<file path="config.mk">
export PLATFORM = sky130hd
export DESIGN_NAME = hsl_to_rgb_core_flat
export DESIGN_NICKNAME = d
export VERILOG_FILES = /design/src/hdl/h2r_pkg.sv /design/src/hdl/h2r_if.sv /design/src/hdl/h2r_chan.sv /design/src/hdl/hsl_to_rgb_core.sv /design/src/flat_wrapper.sv
export SDC_FILE = /design/constraint.sdc
export NUM_CORES = 2
export LEC_CHECK = 0
export ABC_CLOCK_PERIOD_IN_PS = 12300
export BUFFER_PORTS_ARGS = -buffer_cell sky130_fd_sc_hd__clkbuf_2
export CORE_MARGIN = 2
export CORE_UTILIZATION = 57
export DETAILED_ROUTE_END_ITERATION = 7
export PLACE_DENSITY_LB_ADDON = 0.2
export SLEW_MARGIN = 20
export SYNTH_ARGS = -nofsm -noshare
export SYNTH_HDL_FRONTEND = slang
export SYNTH_HIERARCHICAL = 1
export SYNTH_SLANG_ARGS = --single-unit
</file>
<file path="constraint.sdc">
create_clock -name clk -period 12.3 [get_ports clk]
set_clock_uncertainty 0.1 [all_clocks]
set_input_delay 0 -clock clk [delete_from_list [all_inputs] [get_ports clk]]
set_output_delay 0 -clock clk [all_outputs]
set_load 0.01 [all_outputs]
</file>
<file path="src/hdl/h2r_pkg.sv">
// Shared types, constants and hue ramp helper for the HSL to RGB converter.
`default_nettype none

package h2r_pkg;

  typedef logic [15:0] pix16_t;

  // Hue position in thirds-scaled units: 3 * hue, one turn = 196608.
  typedef logic [17:0] pos_t;
  // Ramp weight, 0..32768 where 32768 = full step from p to q.
  typedef logic [15:0] weight_t;

  localparam pos_t TURN3   = 18'd196608;
  localparam pos_t THIRD3  = 18'd65536;
  localparam pos_t SIXTH3  = 18'd32768;
  localparam pos_t HALF3   = 18'd98304;
  localparam pos_t TWO3RD3 = 18'd131072;
  localparam logic [16:0] ONE = 17'd65535;

  // Per-stage load enables handed to the channel slices.
  typedef struct packed {
    logic s3;
    logic s4;
  } en_t;

  // Weight of q - p for a hue position inside one turn.
  function automatic weight_t ramp_weight(input pos_t pos);
    pos_t w;
    begin
      if (pos < SIXTH3) begin
        w = pos;
      end else if (pos < HALF3) begin
        w = SIXTH3;
      end else if (pos < TWO3RD3) begin
        w = TWO3RD3 - pos;
      end else begin
        w = '0;
      end
      ramp_weight = w[15:0];
    end
  endfunction

endpackage

`default_nettype wire

</file>
<file path="src/hdl/h2r_if.sv">
// Valid/ready stream interfaces for HSL pixels in and RGB pixels out.
`default_nettype none

interface hsl_in_if;
  import h2r_pkg::*;
  logic   valid;
  logic   ready;
  pix16_t hue;
  pix16_t saturation;
  pix16_t lightness;
  pix16_t alpha_in;

  modport source (output valid, hue, saturation, lightness, alpha_in, input ready);
  modport sink   (input valid, hue, saturation, lightness, alpha_in, output ready);
endinterface

interface rgb_out_if;
  import h2r_pkg::*;
  logic   valid;
  logic   ready;
  pix16_t red;
  pix16_t green;
  pix16_t blue;
  pix16_t alpha_out;

  modport source (output valid, red, green, blue, alpha_out, input ready);
  modport sink   (input valid, red, green, blue, alpha_out, output ready);
endinterface

`default_nettype wire

</file>
<file path="src/hdl/h2r_chan.sv">
// One colour channel: ramp multiply, then add, clamp and grey select.
`default_nettype none

module h2r_chan (
  input  wire logic            clk,
  input  wire h2r_pkg::en_t    en,
  input  wire h2r_pkg::weight_t weight,
  input  wire logic signed [17:0] p,
  input  wire logic [16:0]     d,
  input  wire logic            grey,
  input  wire h2r_pkg::pix16_t lightness,
  output h2r_pkg::pix16_t      value
);
  import h2r_pkg::*;

  logic [32:0]        prod;
  logic signed [17:0] p3;
  logic signed [18:0] sum;
  pix16_t             value_next;

  always_ff @(posedge clk) begin
    if (en.s3) begin
      prod <= 33'(d) * 33'(weight);
      p3   <= p;
    end
  end

  always_comb begin
    sum = 19'(p3) + $signed({1'b0, prod[32:15]});
    if (grey) begin
      value_next = lightness;
    end else if (sum < 0) begin
      value_next = '0;
    end else if (sum > $signed({2'b00, ONE})) begin
      value_next = ONE[15:0];
    end else begin
      value_next = sum[15:0];
    end
  end

  always_ff @(posedge clk) begin
    if (en.s4) begin
      value <= value_next;
    end
  end

endmodule

`default_nettype wire

</file>
<file path="src/hdl/hsl_to_rgb_core.sv">
// HSL to RGB pixel converter, four-stage pipeline.
// Throughput: one pixel per cycle while the output is ready; each stage advances on its own ready chain,
// so bubbles close up and input is taken while a result waits at the output.
// Stage 1 holds the L*S product, stage 3 the three 17x16 ramp products.
// Synchronous reset empties all stages; no other state.
`default_nettype none

module hsl_to_rgb_core (
  input  wire logic clk,
  input  wire logic rst,
  hsl_in_if.sink    pix_in,
  rgb_out_if.source pix_out
);
  import h2r_pkg::*;

  logic v1, v2, v3, v4;
  logic en1, en2, en3, en4;
  en_t  chan_en;

  // stage 1
  logic [31:0] prod1;
  pos_t        t3_1;
  pix16_t      l1, s1, a1;
  logic        grey1;

  // stage 2
  logic signed [17:0] p2;
  logic [16:0]        d2;
  weight_t            wr2, wg2, wb2;
  pix16_t             l2, a2;
  logic               grey2;

  // stage 3 / 4 side data
  pix16_t l3, a3, a4;
  logic   grey3;

  // stage 2 combinational
  logic [15:0]        est;
  logic [16:0]        rem;
  logic [16:0]        ls;
  logic signed [17:0] q_c, p_c;
  pos_t               pos_r, pos_b;

  assign en4 = !v4 || pix_out.ready;
  assign en3 = !v3 || en4;
  assign en2 = !v2 || en3;
  assign en1 = !v1 || en2;
  assign pix_in.ready = en1;
  assign chan_en.s3 = en3;
  assign chan_en.s4 = en4;

  always_ff @(posedge clk) begin
    if (rst) begin
      v1 <= 1'b0;
      v2 <= 1'b0;
      v3 <= 1'b0;
      v4 <= 1'b0;
    end else begin
      if (en1) v1 <= pix_in.valid;
      if (en2) v2 <= v1;
      if (en3) v3 <= v2;
      if (en4) v4 <= v3;
    end
  end

  always_ff @(posedge clk) begin
    if (en1) begin
      prod1 <= 32'(pix_in.lightness) * 32'(pix_in.saturation);
      t3_1  <= {2'b00, pix_in.hue} + {1'b0, pix_in.hue, 1'b0};
      l1    <= pix_in.lightness;
      s1    <= pix_in.saturation;
      a1    <= pix_in.alpha_in;
      grey1 <= (pix_in.saturation == '0);
    end
  end

  // floor(x / 65535): estimate x >> 16, remainder stays below 2 * 65535
  always_comb begin
    est = prod1[31:16];
    rem = {1'b0, prod1[15:0]} + {1'b0, est};
    ls  = {1'b0, est} + {16'd0, (rem >= ONE)};
    if (!l1[15]) begin
      q_c = $signed({2'b00, l1}) + $signed({1'b0, ls});
    end else begin
      q_c = $signed({2'b00, l1}) + $signed({2'b00, s1}) - $signed({1'b0, ls});
    end
    p_c = $signed({1'b0, l1, 1'b0}) - q_c;
    pos_r = (t3_1 + THIRD3 >= TURN3) ? t3_1 + THIRD3 - TURN3 : t3_1 + THIRD3;
    pos_b = (t3_1 >= THIRD3) ? t3_1 - THIRD3 : t3_1 + TWO3RD3;
  end

  always_ff @(posedge clk) begin
    if (en2) begin
      p2    <= p_c;
      d2    <= (q_c > p_c) ? 17'(q_c - p_c) : '0;
      wr2   <= ramp_weight(pos_r);
      wg2   <= ramp_weight(t3_1);
      wb2   <= ramp_weight(pos_b);
      l2    <= l1;
      a2    <= a1;
      grey2 <= grey1;
    end
  end

  always_ff @(posedge clk) begin
    if (en3) begin
      l3    <= l2;
      a3    <= a2;
      grey3 <= grey2;
    end
    if (en4) begin
      a4 <= a3;
    end
  end

  h2r_chan u_red (
    .clk(clk), .en(chan_en), .weight(wr2), .p(p2), .d(d2),
    .grey(grey3), .lightness(l3), .value(pix_out.red)
  );

  h2r_chan u_green (
    .clk(clk), .en(chan_en), .weight(wg2), .p(p2), .d(d2),
    .grey(grey3), .lightness(l3), .value(pix_out.green)
  );

  h2r_chan u_blue (
    .clk(clk), .en(chan_en), .weight(wb2), .p(p2), .d(d2),
    .grey(grey3), .lightness(l3), .value(pix_out.blue)
  );

  assign pix_out.valid     = v4;
  assign pix_out.alpha_out = a4;

  a_reset_empty: assert property (@(posedge clk) rst |=> !v1 && !v2 && !v3 && !v4)
    else $error("pipeline not empty after reset");

  a_bubble_accept: assert property (@(posedge clk) disable iff (rst)
    (!v1 || !v2 || !v3 || !v4) |-> pix_in.ready)
    else $error("input stalled while a stage is empty");

  a_stall_hold: assert property (@(posedge clk) disable iff (rst)
    (v2 && v3 && v4 && !pix_out.ready) |=> v2 && v3 && v4)
    else $error("stalled request lost from pipeline");

endmodule

`default_nettype wire
</file>
<file path="src/flat_wrapper.sv">
// flat-port wrapper written by rule: the top's interface ports become plain ports
module hsl_to_rgb_core_flat import h2r_pkg::*;
  (clk, rst, pix_in_valid, pix_in_hue, pix_in_saturation, pix_in_lightness, pix_in_alpha_in, pix_in_ready, pix_out_valid, pix_out_red, pix_out_green, pix_out_blue, pix_out_alpha_out, pix_out_ready);
  hsl_in_if pix_in_i ();
  rgb_out_if pix_out_i ();
  input  wire logic clk;
  input  wire logic rst;
  input wire logic [$bits(pix_in_i.valid)-1:0] pix_in_valid;
  input wire logic [$bits(pix_in_i.hue)-1:0] pix_in_hue;
  input wire logic [$bits(pix_in_i.saturation)-1:0] pix_in_saturation;
  input wire logic [$bits(pix_in_i.lightness)-1:0] pix_in_lightness;
  input wire logic [$bits(pix_in_i.alpha_in)-1:0] pix_in_alpha_in;
  output wire logic [$bits(pix_in_i.ready)-1:0] pix_in_ready;
  output wire logic [$bits(pix_out_i.valid)-1:0] pix_out_valid;
  output wire logic [$bits(pix_out_i.red)-1:0] pix_out_red;
  output wire logic [$bits(pix_out_i.green)-1:0] pix_out_green;
  output wire logic [$bits(pix_out_i.blue)-1:0] pix_out_blue;
  output wire logic [$bits(pix_out_i.alpha_out)-1:0] pix_out_alpha_out;
  input wire logic [$bits(pix_out_i.ready)-1:0] pix_out_ready;
  assign pix_in_i.valid = pix_in_valid;
  assign pix_in_i.hue = pix_in_hue;
  assign pix_in_i.saturation = pix_in_saturation;
  assign pix_in_i.lightness = pix_in_lightness;
  assign pix_in_i.alpha_in = pix_in_alpha_in;
  assign pix_in_ready = pix_in_i.ready;
  assign pix_out_valid = pix_out_i.valid;
  assign pix_out_red = pix_out_i.red;
  assign pix_out_green = pix_out_i.green;
  assign pix_out_blue = pix_out_i.blue;
  assign pix_out_alpha_out = pix_out_i.alpha_out;
  assign pix_out_i.ready = pix_out_ready;
  hsl_to_rgb_core u_core (.clk(clk), .rst(rst), .pix_in(pix_in_i), .pix_out(pix_out_i));
endmodule
</file>
==> impl_metrics.py <==
metrics = {
    "die": {
        "num_io_pins": 134,
        "dieArea_mm2": 0.101,
        "die_w_um": 318,
        "rows": 115,
        "initial_core_util": 0.573,
        "die_h_um": 318,
        "core_area_mm2": 0.0981,
    },
    "place": {
        "hpwlAfterDp_mm": 107,
        "place_ws_ps": 2370,
        "place_congestion": 0.901,
        "port_buffers": 133,
    },
    "drt": {
        "routedWlPerCell_um": 20.3,
        "via_per_inst": 5.66,
        "remaining_drc_errors": 0,
        "routed_wl_mm": 145,
        "dr_total_vias": 40400,
        "wirelength_met1_mm": 65.0,
        "highest_layer": "met5",
        "dr.pass1.iters": 6,
        "wl_met2_mm": 65.1,
        "wl_met3_mm": 10.9,
        "ant_nets": 0,
        "drtIter0Drc": 3243,
    },
    "worst_setup_path": {
        "r2r_slack_ps": 2290,
        "crit_type": "reg -> reg",
        "worst_setup_path_start_kind": "register",
        "cp.required_ps": 12520,
        "rr_startpoint": "u_core/prod1[16]",
        "worstPathArrival_ps": 10230,
        "endpoint_kind": "register",
        "crit_fanout": 15,
        "slowest_delay_ps": 530,
        "timing.rr.end": "u_core/d2[7]",
        "startpoint": "u_core/prod1[16]",
        "critical_path.endpoint": "u_core/d2[7]",
        "cp_slowest_cell": "o21ai_1",
        "r2r_cells": 47,
    },
    "synthesis": {
        "syn_area_mm2": 0.0562,
        "synth_top_family_by_area": "adder cells",
        "synth_top_area_frac": 0.298,
        "async_flop_share": 0,
        "synth_simple_gate_area_frac": 0.146,
        "synth_fa_ha_area_frac": 0.426,
        "netlist_top_cells_count": "inv_1, fa_1, nand2_1",
        "yosysSeqAreaShare": 0.225,
        "synth_compound_area_frac": 0.0822,
        "synth_area_per_cell_um2": 9.89,
        "yosysTopAreaCell": "fa_1",
        "synth-edff-count": 419,
        "synth-seq-cells": 423,
        "synth.distinct_cells": 94,
        "synthXorXnorAreaFrac": 0.0339,
        "synthTopCellsByArea": "fa_1, edfxtp_1, ha_1, inv_1, and2_1",
        "synthCells": 5687,
        "ys_warn_count": 6,
        "synth_flop_cell": "edfxtp_1",
        "yosys-mux-area-fraction": 0.00320,
        "synth_most_common_cell": "inv_1",
    },
    "finish": {
        "syn2layout_area_growth_pct": 7.50,
        "fillers": 8181,
        "final_nets": 7298,
        "drive_gt1_frac": 0.0492,
    },
    "global_routing": {
        "overflow": 0,
        "grt_pass1_vias": 41600,
        "grt_pass1_wl_mm": 231,
        "antenna_found_initial": 10,
        "grt_max_degree": 80,
        "grt_usage": 0.292,
    },
    "sta": {
        "drv_slew": 0,
        "slew_headroom": 0.292,
        "tightest_slew_ps": 1060,
        "fmax_mhz": 99.9,
        "period_needed_ps": 10010,
        "fin_setup_tns_ps": 0,
        "hold_viol": 0,
        "final-setup-viol-count": 0,
        "post-route-period-util": 0.814,
        "timing.final.ws_setup_ps": 2290,
        "rsz0062_at_grt": "false",
    },
    "min_path": {
        "hold_path.class": "in -> reg",
        "hold_path_depth": 5,
    },
    "clock_tree": {
        "clkTransAtPathRegs_ps": 60,
        "cts_sinks": 423,
        "cts_hold_buf": 100,
        "tritoncts": "yes",
        "cts.path.max_buffers": 3,
        "post-cts-setup-buffers": 0,
        "cts-root-buf": "clkbuf_16",
        "cts.repair.resized": 0,
        "cts-buffers-inserted": 44,
        "insertion_delay_ps": 630,
        "h-tree-depth": 2,
    },
    "status": {
        "status": "finished clean",
    },
    "flow_run": {
        "max_cap_viol_count": 0,
    },
}
[layout make-up]
type | instances | area, µm² | share of cell area
tap | 1287 | 1610 | 0.0266
timing repair buffer | 261 | 1880 | 0.0311
clock buffer | 54 | 1140 | 0.0188
multi-input combinational | 4046 | 38900 | 0.644
sequential | 423 | 12700 | 0.210
clock inverter | 26 | 274 | 0.00453
antenna | 1 | 2.50 | 0.0000414
inverter | 1045 | 3930 | 0.0650
[critical path: cells and delay by family (launching register included)]
kind	cells	cell delay (ps)
buffers and inverters	5	330
adder cells (fa/ha/maj)	8	2520
AND/OR/NAND/NOR	7	1070
XOR/XNOR	5	900
flip-flops	1	380
AO/OA/AOI/OAI	22	4400
[layer usage]
metal  GRT usage  vias to the layer above
met2       0.458                     1462
met3      0.0432                      204
met4      0.0770                        4
li1            -                    18400
met1       0.429                    20300
met5           0                        -
[logic make-up after synthesis]
logic type,after synthesis
multiplexers,17
AO/OA/AOI/OAI,708
AND/OR/NAND/NOR,1679
buffers and inverters,1235
XOR/XNOR,214
other,1
adder cells (fa/ha/maj),1410
flip-flops,423
[worst min-delay path by stage]
stage | slack [ps] | startpoint | end
3_5_place_dp | 80 | pix_in_alpha_in[14] | u_core/a1[14]
6_report | 160 | pix_in_hue[10] | u_core/t3_1[15]
3_3_place_gp | 80 | pix_in_alpha_in[2] | u_core/a1[2]
2_1_floorplan | -30 | rst | u_core/pix_out.valid
5_1_grt | 170 | pix_in_hue[10] | u_core/t3_1[12]
4_1_cts | 110 | pix_in_hue[10] | u_core/t3_1[12]
[per-stage QoR]
step | util | hold slack, ps | cell area (µm²) | cells
after global routing | 0.616 | 167 | 60400 | 7142
after detailed placement | 0.591 | 78.6 | 58000 | 6962
after global placement | 0.591 | 77.5 | 58000 | 6961
after CTS | 0.616 | 107 | 60400 | 7142
final | 0.616 | 157 | 60400 | 7143
after floorplan | - | -27.6 | 56300 | 5704
[cells in the final DEF, fill, tap and decap left out, drive strengths merged, types with 163 or more instances in the layout]
cell,count
a21oi,184
and2,492
clkbuf,187
edfxtp,419
fa,838
ha,571
inv,1046
nand2,755
nor2,163
o21ai,195
[registers in the layout, summed over array words and instances (netlist names), 18 cells and up]
register	cells
u_core/p2	18
u_core/prod1	32
u_core/t3_1	18
u_core/u_blue/p3	18
u_core/u_blue/prod	18
u_core/u_green/p3	18
u_core/u_green/prod	18
u_core/u_red/p3	18
u_core/u_red/prod	18
Power is not shown: default switching activity piles up to over one toggle a cycle in this logic, so the estimate is an artifact.
